**src/hdl/kdef_pkg.sv**
```systemverilog
`timescale 1ns / 1ps
// Shared types, constants and code tables for the key debounce event FIFO.
// Depends on nothing; every other file of the block but kdef_ram imports it.
package kdef_pkg;

  localparam int unsigned NUM_KEYS  = 6;
  localparam int unsigned NSLOT     = 2 * NUM_KEYS;
  localparam int unsigned SLOT_IW   = $clog2(NSLOT);
  localparam int unsigned CODE_W    = 5;
  localparam int unsigned CNT_W     = 5;
  localparam int unsigned FT_W      = 4;
  localparam int unsigned LT_W      = 16;
  localparam int unsigned CFG_AW    = 2;
  localparam int unsigned CFG_DW    = 16;
  localparam int unsigned FT_RESET  = 5;
  localparam int unsigned LT_RESET  = 100;
  localparam logic [CNT_W-1:0] CNT_RESET = CNT_W'(FT_RESET / 2);
  localparam logic [CODE_W-1:0] CODE_MAX = CODE_W'(3 * NUM_KEYS);

  localparam logic [1:0] ACT_SCAN  = 2'd0;
  localparam logic [1:0] ACT_POP   = 2'd1;
  localparam logic [1:0] ACT_CLEAR = 2'd2;

  localparam logic [1:0] MODE_IDLE    = 2'd0;
  localparam logic [1:0] MODE_PRESSED = 2'd1;
  localparam logic [1:0] MODE_LONG    = 2'd3;

  localparam logic [CFG_AW-1:0] CFG_FILTER    = 2'd0;
  localparam logic [CFG_AW-1:0] CFG_LONG_FIRST = 2'd1;
  localparam logic [CFG_AW-1:0] CFG_LONG_REST  = 2'd2;

  localparam int unsigned OFS_PRESS   = 1;
  localparam int unsigned OFS_RELEASE = 2;
  localparam int unsigned OFS_LONG    = 3;

  typedef enum logic [1:0] {
    ST_IDLE,
    ST_SCAN,
    ST_POP,
    ST_DONE
  } kdef_state_t;

  typedef struct packed {
    logic [1:0] action;
    logic       wkup_pressed;
    logic       key0_pressed;
    logic       key1_pressed;
    logic       key2_pressed;
  } kdef_in_t;

  typedef struct packed {
    logic [CODE_W-1:0]       key_code;
    logic                    fifo_empty;
    logic [2*NUM_KEYS-1:0]   key_states;
  } kdef_out_t;

  typedef struct packed {
    logic              v;
    logic [CODE_W-1:0] code;
  } kdef_evt_t;

  function automatic logic [3:0] key_pattern(input int unsigned idx);
    logic [3:0] p;
    case (idx)
      0: p = 4'h1;
      1: p = 4'h2;
      2: p = 4'h4;
      3: p = 4'h8;
      4: p = 4'h3;
      5: p = 4'h6;
      default: p = 4'h0;
    endcase
    return p;
  endfunction

  function automatic logic [CODE_W-1:0] key_code(input int unsigned idx,
                                                 input int unsigned ofs);
    return CODE_W'(3 * idx + ofs);
  endfunction

endpackage

```
**src/hdl/kdef_ram.sv**
```systemverilog
`timescale 1ns / 1ps
// Generic single write port, single read port RAM with registered read data.
// No dependencies.
module kdef_ram #(
  parameter int unsigned WIDTH = 5,
  parameter int unsigned DEPTH = 16
) (
  input  logic                     clk,
  input  logic                     we,
  input  logic [$clog2(DEPTH)-1:0] waddr,
  input  logic [WIDTH-1:0]         wdata,
  input  logic                     re,
  input  logic [$clog2(DEPTH)-1:0] raddr,
  output logic [WIDTH-1:0]         rdata
);

  logic [WIDTH-1:0] mem [DEPTH];
  logic [WIDTH-1:0] rdata_r;

  always_ff @(posedge clk) begin
    if (we) begin
      mem[waddr] <= wdata;
    end
    if (re) begin
      rdata_r <= mem[raddr];
    end
  end

  assign rdata = rdata_r;

endmodule

```
**src/hdl/kdef_lane.sv**
```systemverilog
`timescale 1ns / 1ps
// One key lane: debounce counter, long-press counter and key mode.
// Depends on kdef_pkg for the pin pattern and event code tables.
module kdef_lane
  import kdef_pkg::*;
#(
  parameter int unsigned KEY_IDX = 0
) (
  input  logic              clk,
  input  logic              rst_n,
  input  logic              scan,
  input  logic [3:0]        pins,
  input  logic [FT_W-1:0]   filter_time,
  input  logic [LT_W-1:0]   long_time,
  output logic [1:0]        mode,
  output kdef_evt_t [1:0]   ev
);

  logic [CNT_W-1:0] cnt_r, cnt_nxt;
  logic [1:0]       mode_r, mode_nxt;
  logic [LT_W-1:0]  lc_r, lc_nxt;
  logic             down;
  logic [CNT_W-1:0] ft1, ft2;

  assign down = (pins == key_pattern(KEY_IDX));
  assign ft1  = {1'b0, filter_time};
  assign ft2  = {filter_time, 1'b0};

  always_comb begin
    cnt_nxt  = cnt_r;
    mode_nxt = mode_r;
    lc_nxt   = lc_r;
    ev       = '0;
    if (down) begin
      if (cnt_r < ft1) begin
        cnt_nxt = ft1;
      end else if (cnt_r < ft2) begin
        cnt_nxt = cnt_r + CNT_W'(1);
      end else begin
        if (mode_r == MODE_IDLE) begin
          mode_nxt = MODE_PRESSED;
          ev[0]    = '{v: 1'b1, code: key_code(KEY_IDX, OFS_PRESS)};
        end
        if ((long_time != '0) && (lc_r < long_time)) begin
          lc_nxt = lc_r + LT_W'(1);
          if ((lc_r + LT_W'(1)) == long_time) begin
            mode_nxt = MODE_LONG;
            ev[1]    = '{v: 1'b1, code: key_code(KEY_IDX, OFS_LONG)};
          end
        end
      end
    end else begin
      if (cnt_r > ft1) begin
        cnt_nxt = ft1;
      end else if (cnt_r != '0) begin
        cnt_nxt = cnt_r - CNT_W'(1);
      end else if ((mode_r == MODE_PRESSED) || (mode_r == MODE_LONG)) begin
        mode_nxt = MODE_IDLE;
        ev[0]    = '{v: 1'b1, code: key_code(KEY_IDX, OFS_RELEASE)};
      end
      lc_nxt = '0;
    end
  end

  always_ff @(posedge clk) begin
    if (!rst_n) begin
      cnt_r  <= CNT_RESET;
      mode_r <= MODE_IDLE;
      lc_r   <= '0;
    end else if (scan) begin
      cnt_r  <= cnt_nxt;
      mode_r <= mode_nxt;
      lc_r   <= lc_nxt;
    end
  end

  assign mode = mode_r;

endmodule

```
**src/hdl/kdef_merge.sv**
```systemverilog
`timescale 1ns / 1ps
// Merge stage: captures the event slots of all lanes and shifts them out
// one per cycle in key order. Depends on kdef_pkg.
module kdef_merge
  import kdef_pkg::*;
(
  input  logic                  clk,
  input  logic                  rst_n,
  input  logic                  load,
  input  kdef_evt_t [NSLOT-1:0] slots_in,
  output kdef_evt_t             wr,
  output logic                  last
);

  kdef_evt_t [NSLOT-1:0] slots_r;
  logic [SLOT_IW-1:0]    idx_r;
  logic                  busy_r;

  assign wr   = busy_r ? slots_r[0] : '0;
  assign last = busy_r && (idx_r == SLOT_IW'(NSLOT - 1));

  always_ff @(posedge clk) begin
    if (!rst_n) begin
      busy_r <= 1'b0;
      idx_r  <= '0;
    end else if (load) begin
      busy_r <= 1'b1;
      idx_r  <= '0;
    end else if (busy_r) begin
      busy_r <= !last;
      idx_r  <= idx_r + SLOT_IW'(1);
    end
  end

  always_ff @(posedge clk) begin
    if (load) begin
      slots_r <= slots_in;
    end else if (busy_r) begin
      slots_r <= {kdef_evt_t'('0), slots_r[NSLOT-1:1]};
    end
  end

endmodule

```
**src/hdl/key_debounce_event_fifo_core.sv**
```systemverilog
`timescale 1ns / 1ps
// Top level of the key debounce event FIFO: lanes, merge stage, code RAM.
// Depends on kdef_pkg, kdef_lane, kdef_merge and kdef_ram.
//
// Six key lanes debounce the four pin levels in parallel on a scan beat and
// each offers up to two event codes; the merge stage then walks all twelve
// slots in key order, one slot per cycle, and writes the valid ones into the code
// RAM through its single write port, so a scan beat keeps the block busy until
// the last slot is through. A pop beat passes through ST_POP for the registered
// RAM read and then ST_DONE; a pop of an empty FIFO, a clear or an unused action
// goes straight to ST_DONE. One result beat is produced per input beat and waits
// in an output register until taken. The FIFO has no full check: an overrun wraps
// the write pointer and may make the FIFO read as empty.
module key_debounce_event_fifo_core
  import kdef_pkg::*;
#(
  parameter int unsigned FIFO_DEPTH = 16
) (
  input  logic              clk,
  input  logic              rst_n,
  input  logic              in_valid,
  output logic              in_stall,
  input  kdef_in_t          in_data,
  output logic              out_valid,
  input  logic              out_stall,
  output kdef_out_t         out_data,
  input  logic              cfg_we,
  input  logic [CFG_AW-1:0] cfg_addr,
  input  logic [CFG_DW-1:0] cfg_wdata
);

  localparam int unsigned PW = $clog2(FIFO_DEPTH);
  localparam logic [PW-1:0] PTR_LAST = PW'(FIFO_DEPTH - 1);

  kdef_state_t       state_r, state_nxt;
  logic [FT_W-1:0]   filter_time_r;
  logic [LT_W-1:0]   long_first_r, long_rest_r;
  logic [PW-1:0]     wr_ptr_r, wr_ptr_nxt, rd_ptr_r, rd_ptr_nxt;
  logic [CODE_W-1:0] res_code_r, res_code_nxt;
  logic              out_valid_r, out_valid_nxt;
  kdef_out_t         out_data_r, out_data_nxt;

  logic                  accept, scan, ram_re, empty;
  logic [3:0]            pins;
  kdef_evt_t [NSLOT-1:0] slots;
  kdef_evt_t             mwr;
  logic                  mlast;
  logic [2*NUM_KEYS-1:0] key_states;
  logic [CODE_W-1:0]     ram_rdata;

  assign accept = in_valid && !in_stall;
  assign in_stall = (state_r != ST_IDLE);
  assign scan = accept && (in_data.action == ACT_SCAN);
  assign pins = {in_data.key2_pressed, in_data.key1_pressed,
                 in_data.key0_pressed, in_data.wkup_pressed};
  assign empty = (rd_ptr_r == wr_ptr_r);

  for (genvar g = 0; g < NUM_KEYS; g++) begin : g_lane
    kdef_lane #(
      .KEY_IDX(g)
    ) u_lane (
      .clk        (clk),
      .rst_n      (rst_n),
      .scan       (scan),
      .pins       (pins),
      .filter_time(filter_time_r),
      .long_time  ((g == 0) ? long_first_r : long_rest_r),
      .mode       (key_states[2*g +: 2]),
      .ev         (slots[2*g +: 2])
    );
  end

  kdef_merge u_merge (
    .clk     (clk),
    .rst_n   (rst_n),
    .load    (scan),
    .slots_in(slots),
    .wr      (mwr),
    .last    (mlast)
  );

  kdef_ram #(
    .WIDTH(CODE_W),
    .DEPTH(FIFO_DEPTH)
  ) u_ram (
    .clk  (clk),
    .we   (mwr.v),
    .waddr(wr_ptr_r),
    .wdata(mwr.code),
    .re   (ram_re),
    .raddr(rd_ptr_r),
    .rdata(ram_rdata)
  );

  always_comb begin
    wr_ptr_nxt = wr_ptr_r;
    if (mwr.v) begin
      wr_ptr_nxt = (wr_ptr_r == PTR_LAST) ? '0 : wr_ptr_r + PW'(1);
    end
  end

  always_comb begin
    state_nxt     = state_r;
    rd_ptr_nxt    = rd_ptr_r;
    res_code_nxt  = res_code_r;
    out_valid_nxt = out_valid_r && out_stall;
    out_data_nxt  = out_data_r;
    ram_re        = 1'b0;
    case (state_r)
      ST_IDLE: begin
        if (accept) begin
          res_code_nxt = '0;
          state_nxt    = ST_DONE;
          case (in_data.action)
            ACT_SCAN: begin
              state_nxt = ST_SCAN;
            end
            ACT_POP: begin
              if (!empty) begin
                ram_re     = 1'b1;
                rd_ptr_nxt = (rd_ptr_r == PTR_LAST) ? '0 : rd_ptr_r + PW'(1);
                state_nxt  = ST_POP;
              end
            end
            ACT_CLEAR: begin
              rd_ptr_nxt = wr_ptr_r;
            end
            default: begin
            end
          endcase
        end
      end
      ST_SCAN: begin
        if (mlast) begin
          state_nxt = ST_DONE;
        end
      end
      ST_POP: begin
        res_code_nxt = ram_rdata;
        state_nxt    = ST_DONE;
      end
      ST_DONE: begin
        if (!out_valid_r || !out_stall) begin
          out_valid_nxt = 1'b1;
          out_data_nxt  = '{key_code: res_code_r, fifo_empty: empty,
                            key_states: key_states};
          state_nxt     = ST_IDLE;
        end
      end
      default: begin
        state_nxt = ST_IDLE;
      end
    endcase
  end

  always_ff @(posedge clk) begin
    if (!rst_n) begin
      state_r       <= ST_IDLE;
      wr_ptr_r      <= '0;
      rd_ptr_r      <= '0;
      out_valid_r   <= 1'b0;
      filter_time_r <= FT_W'(FT_RESET);
      long_first_r  <= LT_W'(LT_RESET);
      long_rest_r   <= LT_W'(LT_RESET);
    end else begin
      state_r     <= state_nxt;
      wr_ptr_r    <= wr_ptr_nxt;
      rd_ptr_r    <= rd_ptr_nxt;
      out_valid_r <= out_valid_nxt;
      if (cfg_we) begin
        case (cfg_addr)
          CFG_FILTER:     filter_time_r <= cfg_wdata[FT_W-1:0];
          CFG_LONG_FIRST: long_first_r  <= cfg_wdata[LT_W-1:0];
          CFG_LONG_REST:  long_rest_r   <= cfg_wdata[LT_W-1:0];
          default: begin
          end
        endcase
      end
    end
  end

  always_ff @(posedge clk) begin
    res_code_r <= res_code_nxt;
    out_data_r <= out_data_nxt;
  end

  assign out_valid = out_valid_r;
  assign out_data  = out_data_r;

endmodule

```
**config.mk**
```make
export PLATFORM = sky130hd
export DESIGN_NAME = key_debounce_event_fifo_core
export DESIGN_NICKNAME = d
export VERILOG_FILES = /design/src/hdl/kdef_pkg.sv /design/src/hdl/kdef_ram.sv /design/src/hdl/kdef_lane.sv /design/src/hdl/kdef_merge.sv /design/src/hdl/key_debounce_event_fifo_core.sv
export SDC_FILE = /design/constraint.sdc
export NUM_CORES = 1
export LEC_CHECK = 0
export BUFFER_PORTS_ARGS = -buffer_cell sky130_fd_sc_hd__buf_2
export CAP_MARGIN = 20
export CELL_PAD_IN_SITES_DETAIL_PLACEMENT = 0
export CELL_PAD_IN_SITES_GLOBAL_PLACEMENT = 1
export CORE_ASPECT_RATIO = 0.7
export CORE_MARGIN = 8
export CORE_UTILIZATION = 55
export CTS_BUF_LIST = sky130_fd_sc_hd__clkbuf_2 sky130_fd_sc_hd__clkbuf_4 sky130_fd_sc_hd__clkbuf_8
export CTS_CLUSTER_SIZE = 12
export DETAILED_ROUTE_END_ITERATION = 12
export GPL_ROUTABILITY_DRIVEN = 0
export GPL_TIMING_DRIVEN = 0
export PLACE_DENSITY = 0.95
export SYNTH_ARGS = -nofsm -noshare
export SYNTH_HDL_FRONTEND = slang
export SYNTH_HIERARCHICAL = 1
export SYNTH_SLANG_ARGS = --single-unit
```
**constraint.sdc**
```tcl
create_clock -name clk -period 9.6 [get_ports clk]
set_clock_uncertainty 0.05 [all_clocks]
set_input_delay 1.92 -clock clk [delete_from_list [all_inputs] [get_ports clk]]
set_output_delay 1.92 -clock clk [all_outputs]
set_load 0.02 [all_outputs]
```
# After elaboration in Yosys (flattened, before gate mapping)
# Memories as Yosys holds them, arrays and structs flattened. A register that Yosys moved wholly into a read port is not among the register bits.
# Cells that the tools add are included.
[word_totals]
ff_bits = 285
wordCells = 450
latchBits = 0
mem_bits_ro = 0
ramBits = 80
output_inout_bits = 20
memories = 1
[memory_table]
columns = ["name", "depth", "word_bits", "read_ports", "rd_ports_with_merged_regs", "wr", "line_no", "source"]
rows = [
  ["u_ram.mem", 16, 5, 1, 1, 1, "kdef_ram.sv:17", "logic [WIDTH-1:0] mem [DEPTH];"],
]
[op_classes]
n_reduce_logical = 80
eq_ne = 75
n_mul = 0
n_mux = 193
n_bitwise = 1
magnitude_cmp = 24
div_mod_pow = 0
add_sub_neg = 21
n_shift = 0
[ops]
columns = ["operator", "count"]
rows = [
  ["16-bit 2-to-1 mux", 24],
  ["6-bit 2-to-1 mux", 49],
  ["5-bit 2-to-1 mux", 31],
  ["12-bit 2-to-1 mux", 12],
  ["72-bit 2-to-1 mux", 2],
  ["2-bit 2-to-1 mux", 57],
  ["16-bit by 1-bit adder with 16-bit output, second input constant", 6],
  ["16-bit equality test", 6],
  ["16-bit less-than comparator", 6],
  ["2-bit != test, second input constant", 21],
  ["6-bit AND reduction", 6],
  ["16-bit nonzero test", 2],
  ["5-bit by 1-bit adder with 5-bit output, second input constant", 6],
  ["5-bit by 4-bit greater-than comparator with 1-bit output", 6],
  ["5-bit by 4-bit less-than comparator with 1-bit output", 6],
  ["5-bit less-than comparator", 6],
  ["5-bit nonzero test", 6],
  ["5-bit by 1-bit subtractor with 5-bit output, second input constant", 6],
  ["4-bit AND reduction", 7],
  ["2-bit by 1-bit != test with 1-bit output, second input constant", 13],
  ["3-bit AND reduction", 7],
  ["2-bit equality test, second input constant", 10],
  ["2-bit nonzero test", 10],
  ["2-bit by 1-bit equality test with 1-bit output, second input constant", 9],
  ["21 further kinds", 80],
]

# Longest topological paths before layout
# Gate-level depths: netlist of the first run.
[logic_depth]
word_depth = 8
mapped_depth = 11
ltp_nobuf = 9

# Hierarchy
# Netlist of the first run, hierarchy kept.
[modules_own_cells]
columns = ["mod", "instances", "area_each_um2", "seq_area_each_um2", "cells_each"]
rows = [
  ["kdef_lane at g_lane[1].u_lane ...", 2, 2605.0, 460.4, 339],
  ["kdef_merge", 1, 3286.9, 2262.2, 181],
  ["kdef_ram", 1, 3263.1, 2552.4, 155],
  ["key_debounce_event_fifo_core", 1, 2781.4, 1631.6, 280],
  ["kdef_lane at g_lane[4].u_lane", 1, 2628.8, 460.4, 349],
  ["kdef_lane at g_lane[5].u_lane", 1, 2607.5, 460.4, 335],
  ["kdef_lane at g_lane[2].u_lane", 1, 2531.2, 460.4, 336],
  ["kdef_lane at g_lane[0].u_lane", 1, 2513.7, 460.4, 324],
]

# Worst setup path before layout of the first run
# OpenSTA, ideal clock, no wires.
[synth_timing]
kind = "in2reg"
startpoint = "input in_valid"
endpoint = "register u_merge/slots_r[0] (netlist name) (enable)"
path_stages = 4
arrival_ps = 4510
t_required_ps = 9151
path_slack_ps = 4640
cell_sequence = "nand2_1 -> nor3_1 -> buf_4 -> or2_2"
[synth_between]
elab_chain_len = 3
[synth_rtl]
columns = ["element", "line_no", "source"]
rows = [
  ["from (decl)", "key_debounce_event_fifo_core.sv:21", "input logic in_valid,"],
  ["1-bit logical AND", "key_debounce_event_fifo_core.sv:51", "assign accept = in_valid && !in_stall;"],
  ["1-bit logical AND", "key_debounce_event_fifo_core.sv:53", "assign scan = accept && (in_data.action == ACT_SCAN);"],
  ["named net scan", "key_debounce_event_fifo_core.sv:43", "logic accept, scan, ram_re, empty;"],
  ["2-bit nonzero test (no line)", "--", ""],
  ["to (signal assigned)", "kdef_merge.sv:37", "slots_r <= slots_in;"],
  ["to (signal assigned)", "kdef_merge.sv:39", "slots_r <= {kdef_evt_t'('0), slots_r[NSLOT-1:1]};"],
  ["to (decl)", "kdef_merge.sv:15", "kdef_evt_t [NSLOT-1:0] slots_r;"],
]
# The timed path passes the listed nets, and every way through them passes these cells.
# A chain may end at the register's enable or synchronous reset.

# Worst setup path in the final report of the first run
[layout_timing]
startpoint = "input in_valid"
endpoint = "register g_lane[3].u_lane.lc_r[13]"
[layout_between]
elab_chain_len = 3
[layout_rtl]
columns = ["element", "line_no", "source"]
rows = [
  ["1-bit logical AND", "key_debounce_event_fifo_core.sv:51", ""],
  ["1-bit logical AND", "key_debounce_event_fifo_core.sv:53", ""],
  ["named net scan", "key_debounce_event_fifo_core.sv:43", ""],
  ["4-bit AND reduction (no line)", "--", ""],
  ["to (signal assigned)", "kdef_lane.sv:73", "lc_r <= lc_nxt;"],
  ["to (decl)", "kdef_lane.sv:21", "logic [LT_W-1:0] lc_r, lc_nxt;"],
]
# The timed path passes the listed nets, and every way through them passes these cells.

==> impl_metrics.yaml, run 1 <==
clock_network:
  h-tree-depth: 2
  cts_buffer_depth: 3
  cts_buffers: 61
  clk_pin_slew_ps: 70
  cts_tree: "yes"
  cts_resized: 0
  cts_hold_buf: 0
  clock-root-buffer: "clkbuf_8"
  post_cts_buffers: 0
  clk_latency_ps: 700
  clock_sinks: 370
global_routing:
  grtUsageTotal_pct: 25.4
  antenna_found_initial: 0
  grt_pass1_wl_um: 110000
  grt_max_degree: 74
  grt_pass1_vias: 20600
  grt-ovfl-total: 0
placed_design:
  numPortBuffers: 48
  hpwl_um: 49800
  place_inst: 3321
  dpl-instance-area_um2: 26100
worst_hold_path:
  worst_hold_path.endpoint: "out_data[16]"
  min_from: "res_code_r[3]"
  min_path_cells: 0
  hp-class: "flip-flop to flip-flop"
routing:
  firstDrtPassIters: 6
  drtIter0Drc: 2507
  met3_length_um: 7590
  wirelength_um: 69600
  highest_layer: "met4"
  post_drt_wl_per_cell_um: 20.3
  wl_met2_um: 29600
  wl_met1_um: 30700
  viasPerCell: 6.31
  antenna_left: 0
  vias: 21700
  drc_errors: 0
sta:
  finalHoldViolations: 0
  period_needed_ps: 4820
  setup_viol: 0
  tightest_slew_ps: 1290
  finalSetupTns_ps: 0
  slew_viol_final: 0
  finalCritPeriodShare_pct: 50.2
  slew_headroom_pct: 14.0
  timing.fmax_mhz: 208
  hold_ws_ps: 369
  grt_setup_unrepaired: "false"
pwr:
  p_leak_nw: 10.4
  powerDensity_nw_per_um2: 141
  peakVddDrop_uv: 118
logic_synthesis:
  ys_top_cells_by_area: "edfxtp_1 22%, dfxtp_1 15%, ha_1 8.6%"
  yosysWarnings: 6
  synth-main-ff-cell: "dfxtp_1"
  netlist_instances: 2638
  synth_top_area_cell: "edfxtp_1"
  ys_async_sr_fraction_pct: 0
  yosysUniqueCellTypes: 125
  synth.most_common_cell: "nand2_1"
  synth_top_area_share_pct: 21.8
  ys_seq_elements: 370
  synth_common_cells: "239 x nand2_1, 190 x dfxtp_1, 180 x edfxtp_1"
  synth_area_um2: 24800
  synth_edf_count: 180
  avgSynthCellArea_um2: 9.41
  ys_seq_area_share_pct: 37.1
critical_path:
  critPathKind: "primary input to flip-flop"
  setup.worst_path.start_class: "primary input"
  reg2reg_depth: 10
  cp-end-kind: "flip-flop"
  cp.required_ps: 10170
  cp-startpoint: "in_valid"
  r2r_start: "long_rest_r[6]"
  ff2ff_setup_slack_ps: 5120
  path_max_fanout: 13
  reg2reg_to: "u_merge/slots_r[33]"
  arrival_ps: 5390
layout:
  fin_util_pct: 61.3
  fillCellCount: 3635
  syn_to_final_growth_pct: 10.6
  finish.net_count: 2982
  diodes: 0
  drive_above_1_share_pct: 16.5
  layoutNonFillerInstCount: 3437
  fin_area_um2: 27500
floorplanning:
  die_y_um: 194
  start_util_pct: 55.4
  die_x_um: 270
  rows: 65
  fp.dieArea_um2: 52300
  coreArea_um2: 44800
  io_pins: 49
outcome:
  run_status: "finished, final reports clean"
run:
  maxCapViolations: 0
registers in the layout, indices dropped and copies added, names as in the netlist, 4 cells and up:
name	flops
filter_time_r	4
g_lane.u_lane/cnt_r	30
g_lane.u_lane/lc_r	96
g_lane.u_lane/mode	12
long_first_r	16
long_rest_r	16
out_data	18
rd_ptr_r	4
res_code_r	5
u_merge/idx_r	4
u_merge/slots_r	72
u_ram/mem	80
u_ram/rdata	5
wr_ptr_r	4
kinds of logic (layout without fill, tap and decap cells):
| group | after synthesis | after routing | share of synthesized area (%) |
|---|---|---|---|
| and+or+nand+nor | 923 | 923 | 20.3 |
| AOI/OAI and AO/OA | 585 | 585 | 16.3 |
| DFF | 370 | 370 | 37.1 |
| buffers and inverters | 342 | 515 | 6.74 |
| adders and majority gates | 170 | 170 | 8.57 |
| muxes | 123 | 123 | 6.31 |
| xor gates and xnor gates | 119 | 119 | 4.61 |
| other | 6 | 29 | 0.0907 |
metal layers:
metal  up-vias  GRT usage [%]
met1     10400           36.2
met5         -              0
li1      10100              -
met4         0           7.38
met3       141           6.83
met2      1021           37.5
metrics by stage:
stage	setup slack [ps]	power (mW)
finish	4780	3.88
global route	4600	4.04
CTS	4920	3.90
detailed placement	4190	2.42
global placement	2030	2.39
floorplan	4640	2.24
worst max-delay path, cell delays in order:
cell	delay, ps
buf_2	120
nand2_1	160
nor3_2	500
buf_6	270
buf_6	190
clkbuf_1	370
clkinv_1	440
nor4_1	1020
a2bb2oi_1	170
mux2i_1	200
placed cells by master (no fill, tap or decap), drive strengths merged, types with 45 or more instances in the layout:
cell | synthesis | routed
nand2 | 240 | 240
dfxtp | 190 | 190
edfxtp | 180 | 180
inv | 179 | 179
ha | 170 | 170
buf | 97 | 156
clkbuf | 62 | 155
a21oi | 143 | 143
nor2 | 140 | 140
nand3 | 123 | 123
o21ai | 122 | 122
xnor2 | 67 | 67
mux2 | 67 | 67
nor4 | 61 | 61
nor3 | 55 | 55
nand4 | 50 | 50
xor2 | 46 | 46
o31ai | 45 | 45
final cells by class:
type / instances / area (um^2) / share of cell area, %
buffer: 159 / 987 / 3.59
clock buffer: 93 / 1170 / 4.25
clock inverter: 21 / 125 / 0.456
inverter: 183 / 687 / 2.50
multi-input combinational: 1949 / 14000 / 51.1
sequential: 370 / 9210 / 33.5
tap: 603 / 754 / 2.75
timing repair buffer: 59 / 490 / 1.79
how the worst max path moves through the flow:
stage,end,slack (ps),depth (start not counted)
after floorplan,u_merge/slots_r[0],4640,4
after global placement,u_merge/slots_r[66],2030,5
after detailed placement,g_lane[3].u_lane/lc_r[13],4190,10
after CTS,g_lane[3].u_lane/lc_r[13],4920,10
after global routing,g_lane[3].u_lane/lc_r[13],4600,10
final,g_lane[3].u_lane/lc_r[13],4780,10
power breakdown:
part	switching, mW	internal (mW)
clock	0.673	0.801
sequential	0.0616	1.77
combinational	0.349	0.228
total	1.08	2.80
Power figures use the tool's default switching activity.
==> run 2: changes to the inputs <==
Settings changed: CORE_UTILIZATION 55 to 52, PLACE_DENSITY 0.95 to 0.91.
Clock period 9.6 ns to 4.53 ns, I/O delays scaled along.
==> impl_metrics.yaml, run 2 (synthesis gave the netlist of run 1 again) <==
critical_path:
  setup.worst_path.start_class: "flip-flop"
  cpLargestDelayFamily: "simple AND/OR/NAND/NOR gates"
  path_cells: "inv_1 -> ha_1 -> nand2_1 -> nor3_2 -> buf_6 -> clkbuf_1 -> clkinv_1 -> nor4_1 -> a2bb2oi_1 -> mux2i_1"
  cp-end-kind: "flip-flop"
  critPathMaxStageDelay_ps: 1040
  path_max_fanout: 11
  cp.required_ps: 5100
  critPathKind: "flip-flop to flip-flop"
  crit_slowest_cell: "nor4_1"
  arrival_ps: 4710
  critPathBufInv: 4
layout:
  syn_to_final_growth_pct: 10.8
  regMostFlops: "g_lane.u_lane/lc_r"
  fin_area_um2: 27500
  layout_common_cells: "239 x nand2_1, 190 x dfxtp_1, 180 x edfxtp_1, 179 x inv_1, 170 x ha_1"
  drive_above_1_share_pct: 16.1
  largestRegisters: "g_lane.u_lane/lc_r: 96 flops, u_ram/mem: 80 flops, u_merge/slots_r: 72 flops"
  diodes: 0
  mostFrequentLayoutCell: "nand2_1"
  largest_reg_flops: 96
  finish.net_count: 2981
clock_network:
  h-tree-depth: 2
  clk_pin_slew_ps: 70
  cts_buffers: 59
  clock-root-buffer: "clkbuf_8"
  clk_latency_ps: 680
  cts_buffer_depth: 3
  cts_tree: "yes"
  cts_resized: 0
  cts_hold_buf: 0
  clock_sinks: 370
  post_cts_buffers: 0
sta:
  setup_viol: 0
  tightest_slew_ps: 1240
  slew_headroom_pct: 17.4
  finalHoldViolations: 0
  period_needed_ps: 4140
  grt_setup_unrepaired: "false"
  timing.fmax_mhz: 242
  finalSetupTns_ps: 0
  finalCritPeriodShare_pct: 91.4
  slew_viol_final: 0
global_routing:
  grt_util_met2_pct: 35.9
  grt-ovfl-total: 0
  grt_max_degree: 41
  use_met3_pct: 6.60
  grt_pass1_vias: 20300
  met1_usage_pct: 34.9
  grt_pass1_wl_um: 109000
  grt.busiest_layer: "met2"
  grtUsageTotal_pct: 24.4
  antenna_found_initial: 0
placed_design:
  numPortBuffers: 48
  dpl-instance-area_um2: 26200
  hpwl_um: 50000
pwr:
  powerDensity_nw_per_um2: 301
  peakVddDrop_uv: 235
  p_leak_nw: 10.4
floorplanning:
  die_x_um: 277
  rows: 67
  coreArea_um2: 47500
  fp.dieArea_um2: 55100
  start_util_pct: 52.2
  die_y_um: 199
  io_pins: 49
routing:
  antenna_left: 0
  drtIter0Drc: 2275
  drc_errors: 0
  vias: 21400
  viasPerCell: 6.20
  post_drt_wl_per_cell_um: 20.0
  wirelength_um: 69200
  firstDrtPassIters: 6
outcome:
  run_status: "finished, final reports clean"
run:
  maxCapViolations: 0
worst_hold_path:
  hp-class: "flip-flop to flip-flop"
## run 2: cell types whose count changed in the layout (fill, tap and decap cells not counted), sizes merged
cell / delta
clkinvlp: +3
clkbuf: -16
clkinv: +5
buf: +1
bufinv: +5
## run 2: cell type report
class,instances,area [um^2]
multi-input combinational,1949,14000
timing repair buffer,60,531
fill,4032,20000
sequential,370,9210
inverter,183,687
clock inverter,34,312
tap,621,777
clock buffer,77,966
buffer,159,987
## run 2: where the power goes
group          internal (mW)  leakage, nW  switching, mW
clock network           1.74        0.659           1.42
registers               3.75         3.20          0.134
logic                  0.494         6.51          0.743
## run 2: routing by layer
layer	up-vias	share of wire, %
met2	963	42
met4	0	2.2
met3	121	11
li1	10100	-
met1	10200	45
met5	-	0
## run 2: worst paths after layout
check / startpoint / endpoint / slack [ps] / cells past startpoint
max reg2reg: state_r[1] / g_lane[3].u_lane/lc_r[13] / 390 / 10
min: res_code_r[3] / out_data[16] / 370 / 0
max: state_r[1] / g_lane[3].u_lane/lc_r[13] / 390 / 10
min reg2reg: res_code_r[3] / out_data[16] / 370 / 0
## run 2: worst reg2reg max path, delay by kind of cell, from the launching register on
family          cells  cell delay [ps]
mux                 1              170
simple gates        3             1830
fa+ha+maj           1              260
flops               1              350
compound gates      1              200
buf+inv             4             1250
## run 2: stage by stage
stage	setup slack, ps	util [%]	hold slack, ps	total power, mW	cells
2_1_floorplan	584	-	350	4.75	2661
3_3_place_gp	-2090	54.5	352	5.07	3330
3_5_place_dp	234	55.1	361	5.16	3340
4_1_cts	405	57.8	376	8.31	3451
5_1_grt	206	57.9	377	8.62	3453
6_report	390	57.9	374	8.27	3453
